==> src/design/pmdb_pkg.sv <==
package pmdb_pkg;

    typedef logic signed [15:0] db_t;
    typedef logic        [2:0]  band_t;
    typedef logic        [13:0] falloff_t;
    typedef logic        [15:0] level_t;
    typedef logic        [15:0] defl_t;

    typedef struct packed {
        band_t band;
        db_t   held_db;
    } pmdb_beat_t;

    localparam db_t          DB_FLOOR      = 16'sh8000;
    localparam logic [10:0]  OCTAVE_DB     = 11'd1541;
    localparam falloff_t     FALLOFF_RESET = 14'd1336;

    localparam logic [23:0]  DIV230_MULT   = 24'd9336886;
    localparam int           DIV230_SHIFT  = 31;
    localparam logic [6:0]   ROUND_115     = 7'd115;

    function automatic logic [10:0] mant_db(input logic [5:0] idx);
        logic [10:0] t;
        case (idx)
            6'd0:  t = 11'd0;
            6'd1:  t = 11'd68;
            6'd2:  t = 11'd135;
            6'd3:  t = 11'd199;
            6'd4:  t = 11'd262;
            6'd5:  t = 11'd323;
            6'd6:  t = 11'd382;
            6'd7:  t = 11'd440;
            6'd8:  t = 11'd496;
            6'd9:  t = 11'd551;
            6'd10: t = 11'd605;
            6'd11: t = 11'd657;
            6'd12: t = 11'd708;
            6'd13: t = 11'd758;
            6'd14: t = 11'd807;
            6'd15: t = 11'd855;
            6'd16: t = 11'd902;
            6'd17: t = 11'd947;
            6'd18: t = 11'd992;
            6'd19: t = 11'd1036;
            6'd20: t = 11'd1080;
            6'd21: t = 11'd1122;
            6'd22: t = 11'd1163;
            6'd23: t = 11'd1204;
            6'd24: t = 11'd1244;
            6'd25: t = 11'd1284;
            6'd26: t = 11'd1322;
            6'd27: t = 11'd1360;
            6'd28: t = 11'd1398;
            6'd29: t = 11'd1435;
            6'd30: t = 11'd1471;
            6'd31: t = 11'd1506;
            6'd32: t = 11'd1541;
            default: t = 11'd0;
        endcase
        return t;
    endfunction

endpackage

==> src/design/pmdb_log.sv <==
module pmdb_log (
    input  pmdb_pkg::level_t level,
    output pmdb_pkg::db_t    db
);
    import pmdb_pkg::*;

    logic        [3:0]  lead;
    logic        [15:0] norm;
    logic        [4:0]  idx;
    logic        [9:0]  frac;
    logic        [10:0] t_lo;
    logic        [10:0] t_hi;
    logic        [6:0]  t_diff;
    logic        [16:0] interp;
    logic        [17:0] interp_rnd;
    logic signed [5:0]  oct;
    logic signed [16:0] db_oct;
    logic signed [16:0] db_sum;

    always_comb begin
        lead = 4'd0;
        for (int i = 0; i < 16; i++) begin
            if (level[i]) begin
                lead = 4'(i);
            end
        end
    end

    assign norm       = level << (4'd15 - lead);
    assign idx        = norm[14:10];
    assign frac       = norm[9:0];
    assign t_lo       = mant_db({1'b0, idx});
    assign t_hi       = mant_db(6'({1'b0, idx} + 6'd1));
    assign t_diff     = 7'(t_hi - t_lo);
    assign interp     = 17'(t_diff * frac);
    assign interp_rnd = {1'b0, interp} + 18'd512;
    assign oct        = $signed({2'b00, lead}) - 6'sd15;
    assign db_oct     = 17'(oct) * $signed({6'd0, OCTAVE_DB});
    assign db_sum     = db_oct + $signed({6'd0, t_lo}) + $signed({9'd0, interp_rnd[17:10]});
    assign db         = (level == '0) ? DB_FLOOR : 16'(db_sum);

endmodule

==> src/design/pmdb_hold.sv <==
module pmdb_hold #(
    parameter int CHANNELS = 5
) (
    input  logic                aclk,
    input  logic                aresetn,
    input  logic                cfg_wr_en,
    input  pmdb_pkg::falloff_t  cfg_wr_data,
    input  pmdb_pkg::band_t     channel,
    input  pmdb_pkg::db_t       db_new,
    input  logic                update,
    output pmdb_pkg::db_t       held_db
);
    import pmdb_pkg::*;

    localparam int CH_W = (CHANNELS > 1) ? $clog2(CHANNELS) : 1;

    db_t             held_reg [CHANNELS];
    falloff_t        falloff_reg;
    logic [CH_W-1:0] ch_idx;
    logic            ch_ok;
    db_t             held_cur;
    logic signed [16:0] lim;

    assign ch_idx   = CH_W'(channel);
    assign ch_ok    = 32'(channel) < CHANNELS;
    assign held_cur = ch_ok ? held_reg[ch_idx] : DB_FLOOR;
    assign lim      = 17'(held_cur) - $signed({3'b000, falloff_reg});

    always_comb begin
        held_db = db_new;
        if (db_new < held_cur && lim > 17'(db_new)) begin
            held_db = 16'(lim);
        end
    end

    always_ff @(posedge aclk) begin
        if (!aresetn) begin
            falloff_reg <= FALLOFF_RESET;
        end else if (cfg_wr_en) begin
            falloff_reg <= cfg_wr_data;
        end
    end

    always_ff @(posedge aclk) begin
        if (!aresetn) begin
            for (int i = 0; i < CHANNELS; i++) begin
                held_reg[i] <= DB_FLOOR;
            end
        end else if (update && ch_ok) begin
            for (int i = 0; i < CHANNELS; i++) begin
                if (ch_idx == CH_W'(i)) begin
                    held_reg[i] <= held_db;
                end
            end
        end
    end

endmodule

==> src/design/pmdb_curve.sv <==
module pmdb_curve (
    input  pmdb_pkg::db_t   db,
    output pmdb_pkg::defl_t deflection
);
    import pmdb_pkg::*;

    logic signed [17:0] ds;
    logic signed [17:0] pct;
    logic        [22:0] num;
    logic        [46:0] prod;

    assign ds = 18'(db);

    always_comb begin
        if (ds < -18'sd17920) begin
            pct = '0;
        end else if (ds < -18'sd15360) begin
            pct = ds + 18'sd17920;
        end else if (ds < -18'sd12800) begin
            pct = 18'sd2 * (ds + 18'sd15360) + 18'sd2560;
        end else if (ds < -18'sd10240) begin
            pct = 18'sd3 * (ds + 18'sd12800) + 18'sd7680;
        end else if (ds < -18'sd7680) begin
            pct = 18'sd6 * (ds + 18'sd10240) + 18'sd15360;
        end else if (ds < -18'sd5120) begin
            pct = 18'sd8 * (ds + 18'sd7680) + 18'sd30720;
        end else if (ds < 18'sd1536) begin
            pct = 18'sd10 * (ds + 18'sd5120) + 18'sd51200;
        end else begin
            pct = 18'sd117760;
        end
    end

    assign num        = {pct[16:0], 6'd0} + 23'(ROUND_115);
    assign prod       = 47'(num) * 47'(DIV230_MULT);
    assign deflection = prod[DIV230_SHIFT +: 16];

endmodule

==> src/design/peak_meter_db_falloff.sv <==
// Channel     | Dir | Payload
// s_ (in)     | in  | tuser: channel[2:0]; tdata: level[15:0]
// m_ (out)    | out | tuser: band[2:0]; tdata: deflection[15:0], held_db[31:16]
// cfg_wr_     | in  | falloff_step[13:0], written when cfg_wr_en is high
//
// One beat per cycle in and out while m_tready stays high; each result passes
// through the input register, the dB/falloff register and the output register.
// Each held peak updates as its beat leaves the input register, so back-to-back
// beats on one channel see the previous update without a bubble.
// aresetn (synchronous) sets all held peaks to -128 dB and falloff_step to 1336.
// m_tready low stalls the pipeline stage by stage; s_tready drops only when
// the input register is full and cannot move on.
module peak_meter_db_falloff #(
    parameter int CHANNELS = 5
) (
    input  logic                aclk,
    input  logic                aresetn,
    input  logic                cfg_wr_en,
    input  pmdb_pkg::falloff_t  cfg_wr_data,
    input  logic                s_tvalid,
    output logic                s_tready,
    input  logic [15:0]         s_tdata,   // level[15:0]
    input  logic [2:0]          s_tuser,   // channel[2:0]
    output logic                m_tvalid,
    input  logic                m_tready,
    output logic [31:0]         m_tdata,   // deflection[15:0], held_db[31:16]
    output logic [2:0]          m_tuser    // band[2:0]
);
    import pmdb_pkg::*;

    logic       in_v_reg;
    band_t      in_ch_reg;
    level_t     in_lvl_reg;
    logic       mid_v_reg;
    pmdb_beat_t mid_reg;
    logic       out_v_reg;
    band_t      out_band_reg;
    defl_t      out_defl_reg;
    db_t        out_db_reg;

    logic       adv_out;
    logic       adv_mid;
    logic       s_take;
    db_t        db_lin;
    db_t        db_held;
    defl_t      defl;

    assign adv_out  = mid_v_reg && (!out_v_reg || m_tready);
    assign adv_mid  = in_v_reg && (!mid_v_reg || adv_out);
    assign s_tready = !in_v_reg || adv_mid;
    assign s_take   = s_tvalid && s_tready;

    pmdb_log u_log (
        .level (in_lvl_reg),
        .db    (db_lin)
    );

    pmdb_hold #(
        .CHANNELS (CHANNELS)
    ) u_hold (
        .aclk        (aclk),
        .aresetn     (aresetn),
        .cfg_wr_en   (cfg_wr_en),
        .cfg_wr_data (cfg_wr_data),
        .channel     (in_ch_reg),
        .db_new      (db_lin),
        .update      (adv_mid),
        .held_db     (db_held)
    );

    pmdb_curve u_curve (
        .db         (mid_reg.held_db),
        .deflection (defl)
    );

    always_ff @(posedge aclk) begin
        if (!aresetn) begin
            in_v_reg  <= 1'b0;
            mid_v_reg <= 1'b0;
            out_v_reg <= 1'b0;
        end else begin
            if (s_take) begin
                in_v_reg <= 1'b1;
            end else if (adv_mid) begin
                in_v_reg <= 1'b0;
            end
            if (adv_mid) begin
                mid_v_reg <= 1'b1;
            end else if (adv_out) begin
                mid_v_reg <= 1'b0;
            end
            if (adv_out) begin
                out_v_reg <= 1'b1;
            end else if (m_tready) begin
                out_v_reg <= 1'b0;
            end
        end
    end

    always_ff @(posedge aclk) begin
        if (s_take) begin
            in_ch_reg  <= s_tuser;
            in_lvl_reg <= s_tdata;
        end
        if (adv_mid) begin
            mid_reg.band    <= in_ch_reg;
            mid_reg.held_db <= db_held;
        end
        if (adv_out) begin
            out_band_reg <= mid_reg.band;
            out_defl_reg <= defl;
            out_db_reg   <= mid_reg.held_db;
        end
    end

    assign m_tvalid = out_v_reg;
    assign m_tdata  = {out_db_reg, out_defl_reg};
    assign m_tuser  = out_band_reg;

`ifndef SYNTH
    a_full_scale: assert property (@(posedge aclk) disable iff (!aresetn)
        m_tvalid |-> m_tdata[15:0] <= 16'd32768)
        else $error("deflection above full scale");

    a_floor_zero: assert property (@(posedge aclk) disable iff (!aresetn)
        m_tvalid && m_tdata[31:16] == DB_FLOOR |-> m_tdata[15:0] == 16'd0)
        else $error("silence floor gives nonzero deflection");

    a_ready_busy: assert property (@(posedge aclk) disable iff (!aresetn)
        !s_tready |-> in_v_reg && mid_v_reg && out_v_reg && !m_tready)
        else $error("input stalled while pipeline has room");

    a_mid_hold: assert property (@(posedge aclk) disable iff (!aresetn)
        mid_v_reg && !adv_out |=> mid_v_reg && $stable(mid_reg))
        else $error("middle stage lost or changed a stalled beat");
`endif

endmodule

==> config.mk <==
export PLATFORM = sky130hd
export DESIGN_NAME = peak_meter_db_falloff
export DESIGN_NICKNAME = d
export VERILOG_FILES = /design/src/design/pmdb_pkg.sv /design/src/design/pmdb_log.sv /design/src/design/pmdb_hold.sv /design/src/design/pmdb_curve.sv /design/src/design/peak_meter_db_falloff.sv
export SDC_FILE = /design/constraint.sdc
export NUM_CORES = 1
export LEC_CHECK = 0
export ABC_AREA = 1
export BUFFER_PORTS_ARGS = -buffer_cell sky130_fd_sc_hd__buf_2
export CAP_MARGIN = 20
export CORE_UTILIZATION = 55
export CTS_CLUSTER_SIZE = 16
export DETAILED_ROUTE_END_ITERATION = 7
export GPL_ROUTABILITY_DRIVEN = 0
export HOLD_SLACK_MARGIN = 0.03
export PLACE_DENSITY = 0.72
export SLEW_MARGIN = 25
export SYNTH_ARGS = -nofsm -noshare
export SYNTH_HDL_FRONTEND = slang
export SYNTH_SLANG_ARGS = --single-unit
==> constraint.sdc <==
create_clock -name aclk -period 15.8 [get_ports aclk]
set_clock_uncertainty 0.2 [all_clocks]
set_input_delay 3.16 -clock aclk [delete_from_list [all_inputs] [get_ports aclk]]
set_output_delay 3.16 -clock aclk [all_outputs]
set_load 0.02 [all_outputs]
==> run metrics, run 1 <==
Post-synth EDFFs=~150; core box area=approximately 45000 sq um; initial antenna violation count=0; Setup WS pre-CTS=0.3251 ns; # fillers=4093; Hold Vio Cnt, Final=0; count leader, synth=inv_1; WL/cell=16.56 um; Die Y=about 220 um; FFs w/ async S/R, synth=0%; post-synth top area share=20.61%; synthesized cell area=25380 sq um; achievable frequency=0.06794 GHz; CP Data Required Time=~16 ns; vias per inst=5.577; first-pass GRT wire length=103.7 mm; via count=21.32k; Max-Cap Viols=0; Die ar.=47000 sq um; CP arrival=14.71 ns; largest net degree at the start of global routing=36; WL final=63.33 mm; DRC viols=0; total nets after synthesis=~3.8k; final number of setup-violating endpoints=0; Hold/Removal Path Class=register to register; fin crit share=93.15%; Hold Buf Count CTS=0; status=complete, no violations; multi-input combinational cell area=17610 sq um; num rows=slightly below 80; ratio of cells with drive above 1 in the final layout=7.415%; main flop type after synthesis=edfxtp_1; Crit Reg-Reg Startpoint=in_lvl_reg[4]; io pins=75; CTS Buf Count=17; I/O Buffers=74; DRT Pass-1 Iters=7; HPWL Detailed=50.89 mm; synth top area cells=ha_1, edfxtp_1, fa_1; critical path class=register to register; Die X-Extent=216.8 um; Final #Nets=around 3.9k; worst hold slack=0.2231 ns; vias in the first global route=21.36k; relative slew slack=31.62%; GR Overflow Total=0; Gate Count Post-Synth=about 3.2k; Worst Setup End Kind=register; max reg flops=80; top cells by count, synth=inv_1, nand2_1, ha_1; CTS Buffer Depth=2; Synth Register Bits=173; final worst slack=~1.1 ns; Slew @ Worst Pin=around 1 ns; Setup crit start kind=register; diode count=0; GRT Overall Usage=27.66%; Pins Over Slew Limit=0; syn avg cell area=around 8.0 sq um; FF/Latch Area=4995 sq um; number of synthesis warnings=0; CTS tree=yes; clk_lat worst skew=around 0.48 ns; CP max stage delay=0.56 ns; synth-to-layout area growth=6.996%; crit-path max FO=16; Critical path origin=in_lvl_reg[4]; htree depth=4; sequential share of the synthesized area=about a fifth; 1st-iter DRT viols=~1.8k; Routed Antenna Nets=0; clk slew on worst S/H paths=approximately 0.070 ns; Period minus WS final=14.72 ns; HP Start=mid_reg[16]; Initial Util=roughly 56%; slowest CP cell=fa_1; Yosys top cell by area=ha_1; CP most frequent cell=nor2_1; clk sinks=173; Root Buffer=clkbuf_16; Synth cell types=58
## path summary, 6_finish.rpt
check                                end  slack, ns  cells past startpoint
setup / recovery  u_hold.held_reg[2][15]       1.08                     82
hold / removal                m_tuser[0]       0.22                      0
setup reg to reg  u_hold.held_reg[2][15]       1.08                     82
hold reg to reg               m_tuser[0]       0.22                      0
## layout by cell type, fill, tap and decap left out, types with 5 or more instances in the layout
master / instances
inv_1: 681
nand2_1: 513
ha_1: 416
fa_1: 206
nor2_1: 199
a21oi_1: 178
o21ai_0: 166
nand3_1: 162
edfxtp_1: 153
xor2_1: 75
buf_2: 74
o211ai_1: 38
nor2_2: 27
nor3_1: 23
nand4_1: 22
o221ai_1: 20
dfxtp_1: 20
clkbuf_16: 17
buf_4: 17
xnor2_1: 16
nand2_2: 15
o21bai_1: 15
nand3b_1: 13
inv_2: 12
a31oi_1: 11
or2_2: 11
nand2_4: 9
o21ai_1: 9
a21o_1: 8
o2111ai_1: 7
nor4_1: 7
o21a_1: 5
nor3_2: 5
inv_8: 5
## metrics by stage
step	utilization [%]	area, sq um	TNS (ns)	instances
2_1_floorplan	-	25380	0	3155
3_3_place_gp	57.79	26280	0	3780
3_5_place_dp	57.83	26300	0	3780
5_1_grt	59.70	27150	-4.024	3823
4_1_cts	59.17	26910	0	3812
6_report	59.70	27150	0	3823
## per-layer routing
metal | wire [um] | GRT usage (%)
met5 | 0 | 0
met4 | 2061 | 11.06
met3 | 3744 | 3.466
met2 | 30040 | 46.72
met1 | 27490 | 36.00
## critical path: cells and delay by family, from the launching register on
kind | cells | cell delay (ns)
buffers and inverters | 11 | 1.09
AND/OR/NAND/NOR | 41 | 4.24
adder cells (fa/ha/maj) | 14 | 5.52
XOR/XNOR | 2 | 0.44
flip-flops | 1 | 0.42
AO/OA/AOI/OAI | 14 | 2.54
## cell families after synthesis
kind of cell    share of synthesized area [%]
xor+xnor                                3.210
compound gates                          10.99
flops                                   19.68
buf+inv                                 11.64
simple gates                            17.63
fa+ha+maj                               36.86
## area by class of cell
type | instances | area share, %
Tap cell | 600 | 2.765
Multi-Input combinational cell | 2223 | 64.84
Clock buffer | 18 | 1.581
Clock inverter | 14 | 0.6636
Inverter | 700 | 9.737
Timing Repair Buffer | 95 | 2.018
Sequential cell | 173 | 18.40
## what timing repair did
action | CTS | global route
setup buffers | 0 | 10
endpoints found under the setup margin | 0 | 96
resized for setup | 0 | 38
Power of run 1 is not shown: default switching activity piles up to over one toggle a cycle in this logic, so the estimate is an artifact.
==> run 2: changes to the inputs <==
Settings changed: ABC_AREA 1 to 0, RECOVER_POWER set to 25.
==> run metrics, run 2 <==
status=finished with violations; failing checks=max-capacitance violations, max-slew violations; first-pass GRT wire length=100.2 mm (-3.3%); Worst R2R End=u_hold.held_reg[0][7]; reg2reg setup slack=0.51 ns (-0.57 ns); FFs w/ async S/R, synth=0% (unchanged); htree depth=4 (unchanged); most common cell after layout, fill and taps aside=inv_1; Hold Buf Count CTS=0 (unchanged); final number of setup-violating endpoints=0 (unchanged); synthesized cell area=24860 sq um (-2.0%); via count=19.55k (-8.3%); Worst Setup End Kind=register; critical path class=register to register; clk sinks=173 (unchanged); Gate Count Post-Synth=2578 (-18%); WL final=62.66 mm (-1.1%); cells on worst reg2reg path=68 (-17%); core box area=44410 sq um (-2.3%); Synth Register Bits=173 (unchanged); Setup crit start kind=register; fin crit share=96.78% (+3.6 points); DRC viols=0 (unchanged); Die ar.=46060 sq um (-2.0%); Crit Reg-Reg Startpoint=in_lvl_reg[10]; clk slew on worst S/H paths=0.07 ns (about the same); Hold Path End=m_tuser[0]; HPWL Detailed=49.14 mm (-3.4%); WL/cell=18.82 um (+14%); sequential share of the synthesized area=20.09% (+0.41 points); Initial Util=55.98% (+0.18 points); number of synthesis warnings=0 (unchanged); Hold Path Depth=0 (unchanged); top cells by count, synth=inv_1, ha_1, fa_1; delay-heaviest family, CP=adder cells; FF/Latch Area=4995 sq um (unchanged); Hold Vio Cnt, Final=0 (unchanged); diode count=0 (unchanged); count leader, synth=inv_1; total nets after synthesis=3240 (-15%); vias per inst=5.871 (+5.3%); max reg flops=80 (unchanged); final design utilization=62.21% (+2.5 points); main flop type after synthesis=edfxtp_1; # fillers=3510 (-14%); Max-Cap Viols=1 (+1); HP Start=mid_reg[16]; Critical path origin=in_lvl_reg[10]; most frequent cells in the layout=inv_1, ha_1, fa_1, edfxtp_1, nor2_1; initial antenna violation count=1 (+1); Synth cell types=106 (+83%); synth top area cells=ha_1, edfxtp_1, fa_1; CTS Buf Count=17 (unchanged); Slew @ Worst Pin=2.580 ns (+1.556 ns); CP Data Required Time=15.75 ns (-0.04 ns); multi-input combinational cell area=18210 sq um (+3.4%); Hold/Removal Path Class=register to register; Period minus WS final=15.29 ns (+0.5739 ns); Post-synth EDFFs=153 (unchanged); relative slew slack=-72.01% (-100 points); CTS tree=yes; syn avg cell area=9.645 sq um (+20%); io pins=75 (unchanged); CTS Buffer Depth=2 (unchanged); CP most frequent cell=inv_1; achievable frequency=0.06539 GHz (-3.8%); slowest CP cell=fa_1; crit-path max FO=7 (-9); GRT Overall Usage=27.17% (-0.49 points); ratio of cells with drive above 1 in the final layout=13.74% (+6.3 points); Root Buffer=clkbuf_16; Final #Nets=3386 (-13%); vias in the first global route=19.92k (-6.7%); Die Y=214.6 um (-1.0%); synth-to-layout area growth=11.13%; num rows=77 (-1.3%); largest net degree at the start of global routing=36 (unchanged); GR Overflow Total=0 (unchanged); 1st-iter DRT viols=1649 (-8.8%); post-synth top area share=21.03% (+0.43 points); CP max stage delay=0.56 ns (about the same); DRT Pass-1 Iters=6 (-1); clk_lat worst skew=0.47 ns (about the same); Die X-Extent=214.6 um (-1.0%); Routed Antenna Nets=0 (unchanged); Yosys top cell by area=ha_1; Buf+Inv Stages, Crit Path=11 (unchanged); Pins Over Slew Limit=36 (+36); CP arrival=15.24 ns (+0.53 ns); I/O Buffers=74 (unchanged)
## run 2: changes by cell type in the layout (fill, tap and decap cells not counted), moves of 24 or more
| cell | change |
|---|---|
| mux2_2 | +29 |
| o21ai_0 | -92 |
| a21oi_1 | -71 |
| buf_4 | +92 |
| inv_1 | -220 |
| mux2i_1 | +24 |
| nand3_1 | -133 |
| nor2b_1 | +52 |
| xnor2_1 | +87 |
| xor2_1 | -34 |
| nand2_1 | -376 |
| nor2_1 | -54 |
| a21o_1 | +27 |
## run 2: how the worst max path moves through the flow
stage / endpoint / slack [ns] / depth (start not counted)
6_report: u_hold.held_reg[0][7] / 0.51 / 68
5_1_grt: u_hold.held_reg[1][12] / -0.13 / 68
4_1_cts: u_hold.held_reg[1][5] / 0.0006 / 66
3_5_place_dp: u_hold.held_reg[1][5] / -0.46 / 69
3_3_place_gp: u_hold.held_reg[2][1] / 0.04 / 69
2_1_floorplan: u_hold.held_reg[0][9] / 0.21 / 69
## run 2: final cells by class
| cell class | instances | area share, % |
|---|---|---|
| Multi-Input combinational cell | 1871 | 65.90 |
| Sequential cell | 173 | 18.08 |
| Inverter | 466 | 6.349 |
| Timing Repair Buffer | 195 | 4.845 |
| Tap cell | 592 | 2.681 |
| Clock buffer | 20 | 1.580 |
| Clock inverter | 12 | 0.5660 |
## run 2: worst register-to-register path, delay by kind of cell, from the launching register on
| family | cells | cell delay (ns) |
|---|---|---|
| adder cells (fa/ha/maj) | 14 | 5.40 |
| AO/OA/AOI/OAI | 27 | 4.74 |
| AND/OR/NAND/NOR | 10 | 1.91 |
| buffers and inverters | 11 | 1.08 |
| XOR/XNOR | 5 | 0.86 |
| flip-flops | 1 | 0.49 |
| multiplexers | 1 | 0.34 |
## run 2: repair_timing
item / in CTS / in global routing
buffers inserted: 15 / 24
pin swaps: 2 / 24
gates resized for setup: 6 / 85
cloned: 0 / 1
endpoints found under the setup margin: 96 / 96
## run 2: per-layer routing
metal / GRT usage, % / share of wire (%)
met5: 0 / 0
met4: 10.55 / 4.2
met3: 4.099 / 6.0
met2: 46.57 / 48
met1: 34.48 / 41
## run 2: per-stage QoR
stage	setup TNS [ns]	cell area (sq um)	setup WS, ns	std cells	hold WS [ns]
global route	-7.481	27630	-0.1323	3329	0.2256
floorplan	0	24860	0.2082	2578	0.2003
CTS	0	27030	0.0006306	3304	0.2229
finish	0	27630	0.5083	3329	0.2209
global placement	0	26280	0.03557	3257	0.2051
detailed placement	-36.25	26280	-0.4625	3257	0.2140
## run 2: cells by family after synthesis
family | count (synthesis) | share of synthesized area, %
AO/OA/AOI/OAI | 469 | 13.18
XOR/XNOR | 152 | 5.551
adder cells (fa/ha/maj) | 625 | 37.66
buffers and inverters | 534 | 8.359
flip-flops | 173 | 20.09
multiplexers | 81 | 4.287
AND/OR/NAND/NOR | 544 | 10.87
Power of run 2 is left out for the same reason.
